$ cat src/rtl/cvp_pkg.sv
package cvp_pkg;

    localparam int NUM_CH          = 16;
    localparam int LP_W            = 20;
    localparam int NUM_CHORDS_DFLT = 11;

    localparam logic [3:0] CH_LAST      = 4'd15;
    localparam logic [3:0] CH_ATT_FIRST = 4'd11;
    localparam logic [3:0] CH_ATT_FREQ  = 4'd11;

    localparam logic [16:0] CHORD_OFFSET_RST = 17'd33095;

    // floor(n / 10) = (n * LAW_RECIP) >> 26 for n below 2^23
    localparam logic [22:0] LAW_RECIP  = 23'd6710887;
    // floor(e / 50) = (e * FM_RECIP) >> 24 for e below the jump threshold
    localparam logic [18:0] FM_RECIP   = 19'd335545;
    // floor(m / 10) = (m * TEN_RECIP) >> 14 for m below 2730
    localparam logic [10:0] TEN_RECIP  = 11'd1639;
    localparam logic [22:0] FM_JUMP    = 23'd52429;
    localparam logic [16:0] STRUCT_MAX = 17'd65503;
    localparam logic [16:0] Q_ONE      = 17'd65536;
    localparam logic signed [26:0] FM_LIMIT = 27'sd3145728;

    typedef struct packed {
        logic load;
        logic law1;
        logic law2;
        logic law3;
        logic law4;
        logic filt1;
        logic filt2;
        logic frm1;
        logic frm2;
        logic frm3;
        logic frm4;
        logic commit;
    } cmd_t;

    typedef struct packed {
        logic last;
        logic out_free;
    } sts_t;

    // lowpass divisor 1 skips the reciprocal multiply
    function automatic logic lp_unity(input logic [3:0] ch);
        logic u;
        case (ch)
            4'd0:    u = 1'b1;
            4'd5:    u = 1'b1;
            default: u = 1'b0;
        endcase
        return u;
    endfunction

    // ceil(2^32 / divisor) of each channel's lowpass
    function automatic logic [28:0] lp_recip(input logic [3:0] ch);
        logic [28:0] m;
        case (ch)
            4'd1, 4'd2:                      m = 29'd429496730;
            4'd3:                            m = 29'd214748365;
            4'd4, 4'd6, 4'd7, 4'd8, 4'd9,
            4'd10:                           m = 29'd42949673;
            4'd11, 4'd12, 4'd13, 4'd14,
            4'd15:                           m = 29'd21474837;
            default:                         m = 29'd0;
        endcase
        return m;
    endfunction

endpackage

$ cat src/rtl/cvp_ctrl.sv
module cvp_ctrl (
    input  logic          aclk,
    input  logic          aresetn,
    input  logic          s_valid,
    output logic          s_ready,
    input  cvp_pkg::sts_t sts,
    output cvp_pkg::cmd_t cmd
);
    import cvp_pkg::*;

    localparam logic [3:0] ST_IDLE = 4'd0;
    localparam logic [3:0] ST_LAW1 = 4'd1;
    localparam logic [3:0] ST_LAW2 = 4'd2;
    localparam logic [3:0] ST_LAW3 = 4'd3;
    localparam logic [3:0] ST_LAW4 = 4'd4;
    localparam logic [3:0] ST_FLT1 = 4'd5;
    localparam logic [3:0] ST_FLT2 = 4'd6;
    localparam logic [3:0] ST_FRM1 = 4'd7;
    localparam logic [3:0] ST_FRM2 = 4'd8;
    localparam logic [3:0] ST_FRM3 = 4'd9;
    localparam logic [3:0] ST_FRM4 = 4'd10;
    localparam logic [3:0] ST_CMT  = 4'd11;

    logic [3:0] state_reg;
    logic [3:0] state_next;

    assign s_ready = (state_reg == ST_IDLE);

    always_comb begin
        cmd        = '0;
        state_next = state_reg;
        case (state_reg)
            ST_IDLE: begin
                if (s_valid) begin
                    cmd.load   = 1'b1;
                    state_next = ST_LAW1;
                end
            end
            ST_LAW1: begin cmd.law1 = 1'b1; state_next = ST_LAW2; end
            ST_LAW2: begin cmd.law2 = 1'b1; state_next = ST_LAW3; end
            ST_LAW3: begin cmd.law3 = 1'b1; state_next = ST_LAW4; end
            ST_LAW4: begin cmd.law4 = 1'b1; state_next = ST_FLT1; end
            ST_FLT1: begin cmd.filt1 = 1'b1; state_next = ST_FLT2; end
            ST_FLT2: begin
                cmd.filt2  = 1'b1;
                state_next = sts.last ? ST_FRM1 : ST_IDLE;
            end
            ST_FRM1: begin cmd.frm1 = 1'b1; state_next = ST_FRM2; end
            ST_FRM2: begin cmd.frm2 = 1'b1; state_next = ST_FRM3; end
            ST_FRM3: begin cmd.frm3 = 1'b1; state_next = ST_FRM4; end
            ST_FRM4: begin cmd.frm4 = 1'b1; state_next = ST_CMT; end
            ST_CMT: begin
                // hold until the output register can take the transaction
                if (sts.out_free) begin
                    cmd.commit = 1'b1;
                    state_next = ST_IDLE;
                end
            end
            default: state_next = ST_IDLE;
        endcase
    end

    always_ff @(posedge aclk) begin
        if (!aresetn) begin
            state_reg <= ST_IDLE;
        end else begin
            state_reg <= state_next;
        end
    end

endmodule

$ cat config.mk
export PLATFORM = sky130hd
export DESIGN_NAME = cvp_ctrl
export DESIGN_NICKNAME = d
export VERILOG_FILES = /design/src/rtl/cvp_pkg.sv /design/src/rtl/cvp_ctrl.sv
export SDC_FILE = /design/constraint.sdc
export NUM_CORES = 1
export LEC_CHECK = 0
export BUFFER_PORTS_ARGS = -buffer_cell sky130_fd_sc_hd__buf_2
export CAP_MARGIN = 25
export CORE_MARGIN = 1
export CORE_UTILIZATION = 25
export DETAILED_ROUTE_END_ITERATION = 10
export GPL_TIMING_DRIVEN = 0
export PLACE_DENSITY = 0.48
export SLEW_MARGIN = 25
export SYNTH_ARGS = -nofsm -noshare
export SYNTH_HDL_FRONTEND = slang
export SYNTH_SLANG_ARGS = --single-unit
export TNS_END_PERCENT = 50
$ cat constraint.sdc
create_clock -name aclk -period 1.65 [get_ports aclk]
set_clock_uncertainty 0.15 [all_clocks]
set_input_delay 0.0825 -clock aclk [delete_from_list [all_inputs] [get_ports aclk]]
set_output_delay 0.0825 -clock aclk [all_outputs]
set_load 0.01 [all_outputs]
==> Word level (Yosys, flattened, before mapping) <==
Cells that the tools add are included.
{ "word_totals": {"ff_bits": 4, "in_bits": 5, "out_inout_bits": 13, "word_cells": 34} }
{ "op_classes": {"n_eq_ne": 13, "muxes": 18, "reduce_logical": 2} }
{ "op_table": {"columns": ["operator", "n"], "rows": [
  ["$pmux W4 S12", 1],
  ["$eq A4 B3 Y1 const B", 4],
  ["$eq A4 B4 Y1 const B", 4],
  ["$mux W1", 14],
  ["$eq A4 B2 Y1 const B", 2],
  ["$mux W4", 2],
  ["$eq A4 B1 Y1 const B", 1],
  ["$logic_not A4 Y1", 1],
  ["$ne A2 B2 Y1 const B", 2],
  ["$mux W3", 1],
  ["$reduce_and A2 Y1", 1]
]} }

==> Depth between registers and ports, before layout <==
Gate-level depths: netlist (run 1).
{ "depth": {"word_depth": 3, "ltp_mapped": 4, "depth_no_buf": 3} }

==> Worst setup path before layout (run 1) <==
Ideal clock, no wire load.
{ "synth_path": {"path_kind": "register to output", "from": "register state_reg[3]", "to": "output cmd[11] (netlist bit)", "arrival_ps": 979, "required_time_ps": 1417, "path_slack_ps": 439, "path_stages_with_launch": 4, "path_buffers": 1, "path_cell_list": "dfxtp_1 -> buf_6 -> nor4_2 -> and2_1"} }
{ "synth_lines": {"columns": ["item", "line", "rtl"], "rows": [
  ["start: declaration", "cvp_ctrl.sv:24", "logic [3:0] state_reg;"],
  ["start signal: assignment", "cvp_ctrl.sv:67", "state_reg <= state_next;"],
  ["end: declaration", "cvp_ctrl.sv:7", "output cvp_pkg::cmd_t cmd"]
]} }

==> results by group, run 1 <==
Status
  – Status: finished clean

STA
  – WHS: 42.6 ps
  – FMAX: 697 MHz
  – Tcrit/Tclk final: 0.870
  – Worst-Margin Slew: 234 ps
  – RSZ-0062 raised after global routing: false
  – Final setup fails: 0
  – Post-route setup slack: 215 ps
  – Setup TNS: 0 ps
  – Max_slew headroom: 0.843
  – Max Slew Vio Count: 0
  – Final min period: 1430 ps
  – Final Hold Fails: 0

Synthesis
  – Synth Instances: 45
  – Yosys reg bits: 4
  – Most numerous cell in the Yosys netlist: nor3_1
  – Syn Nets: 50
  – Number of synthesized flops with an enable pin: 0
  – Share of the yosys chip area belonging to registers: 0.243
  – Syn. warnings: 0
  – Unique masters post-synth: 25
  – Post-synth ARST share: 0
  – Post-synth top cells: nor3_1 (7), nand2b_1 (5), nor2_1 (5), dfxtp_1 (4)
  – Post-synth top area share: 0.243
  – Mean area per synthesized cell: 7.31 sq um
  – Dominant synthesized flop cell: dfxtp_1
  – Top cells by area in the synthesized netlist: dfxtp_1 (24%), nor3_1 (11%), nand2b_1 (9.5%)
  – Cell Area, Synth: 329 sq um
  – Area leader, netlist: dfxtp_1

Power
  – Psw: 0.0956 mW
  – Sequential share of power: 0.346
  – Switch share: 0.297
  – Clock power frac: 0.370
  – Worst VDD drop: 0.265 mV
  – Logic pwr share: 0.284
  – Total Power: 0.322 mW
  – Int Power: 0.227 mW
  – Leakage power: 0.220 nW
  – Cell area power density: 694 mW/mm^2

Place
  – Placed inst area: 432 sq um
  – Placed Cells: 76
  – Placer Congestion: 0.736
  – Number of I/O port buffers: 17
  – DP Worst Slack: 403 ps
  – DP Wirelength: 631 microns

Critical path
  – Crit path kind: reg -> out
  – CP required: 1420 ps
  – Crit path to: cmd[6]
  – Crit path launch type: flip-flop
  – Worst setup path start: state_reg[2]
  – Setup crit end kind: output port
  – R2r endpoint: state_reg[0]
  – Reg2Reg Depth: 4
  – Worst flop-to-flop path startpoint: state_reg[3]
  – Worst Path Max Fanout: 10
  – FF-to-FF setup slack: 410 ps
  – WP data arrival: 1200 ps

Clock tree
  – CTS max path bufs: 2
  – CTS tree: done
  – Skew-Pair Late Insertion Delay: 230 ps
  – CTS clk-pin slew, worst paths: 40 ps
  – Clk root buf: clkbuf_4
  – Htree depth: 1
  – CTS Buf Count: 3
  – Clock sinks: 4

GRT
  – Global routing usage on met1: 0.155
  – Initial antenna violation count: 0
  – Total grt overflow: 0
  – Gr usage total: 0.134
  – GR peak layer: met2
  – First-pass GRT wire length: 1300 microns
  – Grt met3 use: 0.0174
  – Vias in the first global route: 317
  – Largest net degree at the start of global routing: 11
  – Met2 Use GR: 0.203

Floorplanning
  – Floorplan die height: 38.3 microns
  – Die area: 0.00147 sq mm
  – Starting Density: 0.281
  – Die X: 38.3 microns
  – Row cnt: 12
  – IO Pins: 18
  – CORE AREA: 0.00117 sq mm

Worst hold path
  – Worst Hold Class: in -> reg

Route
  – Vias per std cell: 4.90
  – Routed WL per cell: 10.9 microns
  – Starting DRT DRC Count: 2
  – Total Wirelength: 870 microns
  – Vias post-DR: 392
  – Remaining antenna violation count: 0
  – DR pass1 iterations: 2
  – Residual DRC: 0

Final layout
  – Final core occ: 0.396
  – Area of the multi-input gates: 210 sq um
  – Max reg flops: 4
  – # diodes: 0
  – Layout cells sized above 1: 0.394
  – Area added between synthesis and finish: 41.1%
  – Nets: 73
  – Fillers: 135
  – Final Cell Area: 464 sq um
  – Register Area: 80.1 sq um
  – Post-Layout Cell Count: 80

Flow run
  – Max Cap Violations: 0
==> layout by cell type (no fill, tap or decap) <==
cell,count
nor2b_1,1
and2_1,1
clkbuf_4,3
nor3_1,7
o2111a_1,1
buf_2,18
o21ai_0,1
a31oi_1,1
nor2_2,1
nor4_1,1
inv_1,2
buf_6,1
a21oi_1,1
o21a_1,1
a311oi_1,1
nand2b_1,5
nor4_2,1
and3_1,1
o211ai_1,1
dfxtp_1,4
nor2_1,5
nor3b_1,1
a32o_1,1
o21ai_1,1
dlygate4sd3_1,1
buf_4,2
nand2_1,2
==> worst min-delay path by stage <==
stage,start,endpoint,cells past startpoint,slack [ps]
after global routing,sts[0],state_reg[1],3,50
final,sts[0],state_reg[1],3,40
after detailed placement,aresetn,state_reg[3],2,210
after global placement,aresetn,state_reg[3],2,210
after floorplan,aresetn,state_reg[3],1,50
after CTS,sts[0],state_reg[1],3,30
==> final cells by class <==
cell class | count | area share
Tap cell | 14 | 0.0377
Multi-Input combinational cell | 35 | 0.453
Clock buffer | 3 | 0.0485
Buffer | 4 | 0.0674
Sequential cell | 4 | 0.173
Timing Repair Buffer | 18 | 0.205
Inverter | 2 | 0.0162
==> timing repair <==
action,CTS,global route
buffers inserted,0,0
gates resized for setup,0,0
setup endpoints to repair,0,0
hold buffers,1,0
hold endpoints to repair,1,0
==> layer usage <==
metal / vias to the layer above / part of all wire
li1: 204 / -
met1: 167 / 0.54
met2: 17 / 0.38
met3: 4 / 0.059
met4: 0 / 0.022
met5: - / 0
==> cell families after synthesis <==
group,after synthesis,share of synthesized area
DFF,4,0.243
and+or+nand+nor,26,0.437
AOI/OAI and AO/OA,9,0.202
buffers and inverters,6,0.118
==> worst max-delay path, stage by stage, from the launching register on <==
cell and delay, ps:
dfxtp_1 360, buf_2 230, nand2_1 100, nor3_1 130
buf_2 150
==> power by group through the flow <==
stage / combinational, mW / sequential (mW) / clock (mW)
after floorplan: 0.0607 / 0.111 / 0
after global placement: 0.0905 / 0.113 / 0
after detailed placement: 0.0901 / 0.113 / 0
after CTS: 0.0920 / 0.111 / 0.126
after global routing: 0.101 / 0.112 / 0.137
final: 0.0915 / 0.111 / 0.119
(Power assumes the default switching activity.)
==> run 2: changes to the inputs <==
--- a/config.mk
+++ b/config.mk
@@ -7,11 +7,12 @@
 export LEC_CHECK = 0
 export BUFFER_PORTS_ARGS = -buffer_cell sky130_fd_sc_hd__buf_2
 export CAP_MARGIN = 25
-export CORE_MARGIN = 1
 export CORE_UTILIZATION = 25
 export DETAILED_ROUTE_END_ITERATION = 10
 export GPL_TIMING_DRIVEN = 0
+export MAX_ROUTING_LAYER = met4
 export PLACE_DENSITY = 0.48
+export REMOVE_ABC_BUFFERS = 1
 export SLEW_MARGIN = 25
 export SYNTH_ARGS = -nofsm -noshare
 export SYNTH_HDL_FRONTEND = slang
==> results by group, run 2 (synthesis results as in run 1) <==
Route
  – Remaining antenna violation count: 0
  – Vias per std cell: 4.89
  – Vias post-DR: 372
  – Starting DRT DRC Count: 6
  – Residual DRC: 0
  – DR pass1 iterations: 4
  – Total Wirelength: 853 microns
  – Routed WL per cell: 11.2 microns

Power
  – Cell area power density: 706 mW/mm^2
  – Leakage power: 0.199 nW
  – Worst VDD drop: 0.362 mV

Clock tree
  – Postcts setup bufs: 0
  – CTS tree: done
  – CTS clk-pin slew, worst paths: 30 ps
  – CTS Buf Count: 3
  – CTS max path bufs: 2
  – Skew-Pair Late Insertion Delay: 220 ps
  – Htree depth: 1
  – Clk root buf: clkbuf_4
  – Clock sinks: 4

GRT
  – Total grt overflow: 0
  – Gr usage total: 0.117
  – Vias in the first global route: 288
  – First-pass GRT wire length: 1160 microns
  – Largest net degree at the start of global routing: 15
  – Initial antenna violation count: 0

Final layout
  – Area added between synthesis and finish: 32.3%
  – # diodes: 0
  – Nets: 69
  – Max reg flops: 4
  – Most frequent cells in the layout: buf_2 (17), nor3_1 (7), nand2b_1 (5), nor2_1 (5), clkbuf_4 (3)
  – Final Cell Area: 435 sq um
  – Layout cells sized above 1: 0.387
  – Fillers: 133
  – Post-Layout Cell Count: 76
  – Most common cell after layout, fill and taps aside: buf_2

Critical path
  – FF-to-FF setup slack: 230 ps
  – Family with the most delay on the worst path: flip-flops
  – WP data arrival: 1280 ps
  – R2r endpoint: state_reg[0]
  – Peak per-stage delay on the critical path: 570 ps
  – Reg2Reg Depth: 3
  – Worst Path Max Fanout: 13
  – Setup crit end kind: output port
  – CP bufs+invs: 1
  – Crit path kind: reg -> out
  – Worst-path cell chain: nand2b_1 > nor3_1 > buf_2
  – CP Depth: 3
  – CP required: 1420 ps
  – Worst flop-to-flop path startpoint: state_reg[2]
  – Crit path launch type: flip-flop
  – Crit-path slowest cell: dfxtp_1

Worst hold path
  – Worst hold path startpoint: sts[0]
  – Worst Hold End: state_reg[1]
  – Worst hold stages: 3
  – Worst Hold Class: in -> reg

Place
  – DP Worst Slack: 254 ps
  – DP Wirelength: 551 microns
  – Placed Cells: 72
  – Placer Congestion: 0.713
  – Placed inst area: 400 sq um
  – Number of I/O port buffers: 17

Floorplanning
  – Die area: 0.00147 sq mm
  – Die X: 38.3 microns
  – Floorplan die height: 38.3 microns
  – Starting Density: 0.281
  – CORE AREA: 0.00117 sq mm
  – IO Pins: 18
  – Row cnt: 12

STA
  – Final min period: 1510 ps
  – Setup TNS: 0 ps
  – Tcrit/Tclk final: 0.916
  – Post-route setup slack: 139 ps
  – WHS: 65.0 ps
  – RSZ-0062 raised after global routing: false
  – Final setup fails: 0
  – Worst-Margin Slew: 426 ps
  – FMAX: 662 MHz
  – Max Slew Vio Count: 0
  – Final Hold Fails: 0
  – Max_slew headroom: 0.716

Status
  – Status: finished clean

Flow run
  – Max Cap Violations: 0
## run 2: layer usage
| layer | vias to the layer above | share of wire | wire length, microns | global-route usage |
|---|---|---|---|---|
| met2 | 10 | 0.46 | 393 | 0.169 |
| li1 | 197 | - | - | - |
| met3 | 0 | 0.029 | 25 | 0.0174 |
| met4 | 0 | 0 | 0 | 0.0804 |
| met5 | - | 0 | 0 | - |
| met1 | 165 | 0.51 | 434 | 0.149 |
## run 2: stage by stage
stage / utilization / power, mW
after floorplan: - / 0.163
after global placement: 0.342 / 0.194
after detailed placement: 0.342 / 0.194
after CTS: 0.370 / 0.313
after global routing: 0.372 / 0.331
final: 0.372 / 0.307
## run 2: final cells by class
class	count	area, sq um	share of cell area
sequential	4	82.6	0.190
inverter	2	7.51	0.0172
timing repair buffer	18	95.1	0.218
multi-input combinational	35	210	0.483
clock buffer	3	22.5	0.0517
tap	14	17.5	0.0402
## run 2: tightest hold or removal path, cell delays in order
cell and delay [ps]:
buf_2 100, o211ai_1 90, o2111a_1 120
## run 2: how the worst max path moves through the flow
| stage | from | end | slack, ps |
|---|---|---|---|
| after floorplan | state_reg[2] | cmd[11] | 390 |
| after global placement | state_reg[2] | state_reg[0] | 250 |
| after detailed placement | state_reg[2] | state_reg[0] | 250 |
| after CTS | state_reg[1] | cmd[9] | 60 |
| after global routing | state_reg[2] | cmd[10] | 50 |
| final | state_reg[2] | cmd[10] | 140 |
## run 2: power breakdown
group,leakage (nW),internal [mW],total [mW],switching [mW]
clock network,0.0138,0.0807,0.112,0.0309
registers,0.0334,0.105,0.128,0.0228
logic,0.152,0.0349,0.0681,0.0332
total,0.199,0.220,0.307,0.0869
## run 2: timing repair
action                                  in CTS  in global routing
hold buffers                                 1                  0
endpoints found under the setup margin       0                  5
endpoints found under the hold margin        1                  0
resized for setup                            0                  2
==> run 3: changes to the inputs <==
--- a/config.mk
+++ b/config.mk
@@ -5,13 +5,15 @@
 export SDC_FILE = /design/constraint.sdc
 export NUM_CORES = 1
 export LEC_CHECK = 0
+export ABC_AREA = 1
 export BUFFER_PORTS_ARGS = -buffer_cell sky130_fd_sc_hd__buf_2
 export CAP_MARGIN = 25
-export CORE_UTILIZATION = 25
+export CORE_AREA = 2 2 39 41
 export DETAILED_ROUTE_END_ITERATION = 10
+export DIE_AREA = 0 0 41 43
 export GPL_TIMING_DRIVEN = 0
 export MAX_ROUTING_LAYER = met4
-export PLACE_DENSITY = 0.48
+export PLACE_DENSITY = 0.46
 export REMOVE_ABC_BUFFERS = 1
 export SLEW_MARGIN = 25
 export SYNTH_ARGS = -nofsm -noshare
==> results by group, run 3 <==
Status
  – Status: finished clean

Synthesis
  – Yosys reg bits: 4
  – Cell Area, Synth: 314 sq um
  – Post-synth top cells: nor2_1 (15), inv_1 (9), nand2_2 (6)
  – Share of the yosys chip area belonging to registers: 0.255
  – Post-synth ARST share: 0
  – Dominant synthesized flop cell: dfxtp_1
  – Most numerous cell in the Yosys netlist: nor2_1
  – Number of synthesized flops with an enable pin: 0
  – Post-synth top area share: 0.255
  – Area leader, netlist: dfxtp_1
  – Top cells by area in the synthesized netlist: dfxtp_1 (25%), nor2_1 (18%), nand2_2 (12%)
  – Synth Instances: 53
  – Mean area per synthesized cell: 5.93 sq um
  – Unique masters post-synth: 12
  – Syn. warnings: 0

Final layout
  – Area added between synthesis and finish: 43.8%
  – Nets: 81
  – Max reg flops: 4
  – Most common cell after layout, fill and taps aside: buf_2
  – Final core occ: 0.326
  – Most frequent cells in the layout: buf_2 (17), nor2_1 (15), inv_1 (9), nand2_2 (6)
  – Layout cells sized above 1: 0.419
  – Post-Layout Cell Count: 90
  – # diodes: 0
  – Fillers: 166

Route
  – Remaining antenna violation count: 0
  – Total Wirelength: 779 microns
  – Starting DRT DRC Count: 4
  – Vias per std cell: 4.11
  – Routed WL per cell: 8.66 microns
  – Residual DRC: 0
  – Vias post-DR: 370
  – DR pass1 iterations: 4

Floorplanning
  – Die area: 0.00176 sq mm
  – Floorplan die height: 43 microns
  – Starting Density: 0.227
  – Die X: 41 microns
  – CORE AREA: 0.00138 sq mm
  – Row cnt: 14
  – IO Pins: 18

Clock tree
  – Clk root buf: clkbuf_4
  – CTS max path bufs: 2
  – Clock sinks: 4
  – CTS clk-pin slew, worst paths: 40 ps
  – Skew-Pair Late Insertion Delay: 230 ps
  – CTS Buf Count: 3
  – Htree depth: 1
  – CTS tree: done

Place
  – DP Worst Slack: 378 ps
  – Number of I/O port buffers: 17
  – Placed Cells: 86
  – DP Wirelength: 654 microns
  – Placer Congestion: 0.807

GRT
  – Gr usage total: 0.104
  – Total grt overflow: 0
  – Initial antenna violation count: 0
  – Largest net degree at the start of global routing: 7
  – Vias in the first global route: 313
  – First-pass GRT wire length: 1170 microns

Power
  – Worst VDD drop: 0.426 mV
  – Leakage power: 0.259 nW
  – Cell area power density: 970 mW/mm^2

STA
  – RSZ-0062 raised after global routing: false
  – Max_slew headroom: 0.833
  – Max Slew Vio Count: 0
  – WHS: 37.4 ps
  – Final min period: 1450 ps
  – Final Hold Fails: 0
  – Final setup fails: 0
  – Tcrit/Tclk final: 0.877
  – Worst-Margin Slew: 251 ps
  – FMAX: 691 MHz
  – Setup TNS: 0 ps
  – Post-route setup slack: 203 ps

Worst hold path
  – Worst hold stages: 4
  – Worst Hold Class: in -> reg

Critical path
  – Peak per-stage delay on the critical path: 360 ps
  – WP data arrival: 1210 ps
  – Worst-path cell chain: nor2_1 > inv_1 > nor3_1 > buf_2
  – Crit path kind: reg -> out
  – Reg2Reg Depth: 7
  – Worst Path Max Fanout: 6
  – Setup crit end kind: output port
  – Crit path launch type: flip-flop
  – CP required: 1420 ps
  – Crit-path slowest cell: dfxtp_1

Flow run
  – Max Cap Violations: 0
## run 3: changes by cell type in the layout (fill, tap and decap cells not counted), moves of 3 or more
cell	before	now
nand2_2	0	6
nor3_1	7	4
inv_1	2	9
nor2_1	5	15
a21oi_1	1	4
nand2b_1	5	0
## run 3: logic make-up after synthesis
family | Yosys count | share of synthesized area
simple gates | 34 | 0.550
buf+inv | 11 | 0.131
flops | 4 | 0.255
compound gates | 4 | 0.0637
## run 3: worst max-delay path, delay by kind of cell, from the launching register on
kind                   cells  cell delay (ps)
buffers and inverters      2              270
DFF                        1              360
and+or+nand+nor            2              360
## run 3: power breakdown
part	switching (mW)	internal [mW]	total [mW]
Clock	0.0351	0.0810	0.116
Sequential	0.0239	0.112	0.136
Combinational	0.113	0.0731	0.186
Total	0.172	0.266	0.438
## run 3: per-layer routing
layer	vias to the layer above	wire length [microns]	GRT usage
li1	205	-	-
met1	148	365	0.112
met2	17	339	0.150
met3	0	74	0.0157
met4	0	0	0.100
met5	-	0	-
## run 3: area by class of cell
cell class / instances / area, sq um / share of cell area
multi-input combinational: 38 / 193 / 0.427
timing repair buffer: 18 / 95.1 / 0.211
sequential: 4 / 80.1 / 0.177
inverter: 11 / 41.3 / 0.0914
clock buffer: 3 / 22.5 / 0.0499
tap: 16 / 20.0 / 0.0443
## run 3: through the flow
step	power [mW]	cell area, sq um
final	0.438	452
after global routing	0.481	452
after CTS	0.447	452
after detailed placement	0.322	419
after global placement	0.323	419
after floorplan	0.266	314
## run 3: path summary, 6_finish.rpt
kind	slack [ps]	end	start
min	40	state_reg[0]	sts[0]
max	200	cmd[0]	state_reg[2]
max reg2reg	350	state_reg[2]	state_reg[0]
min reg2reg	530	state_reg[0]	state_reg[3]
## run 3: timing repair
action / in CTS / in global routing
endpoints found under the hold margin: 4 / 0
hold buffers: 1 / 0
buffers inserted: 0 / 0
resized for setup: 0 / 0
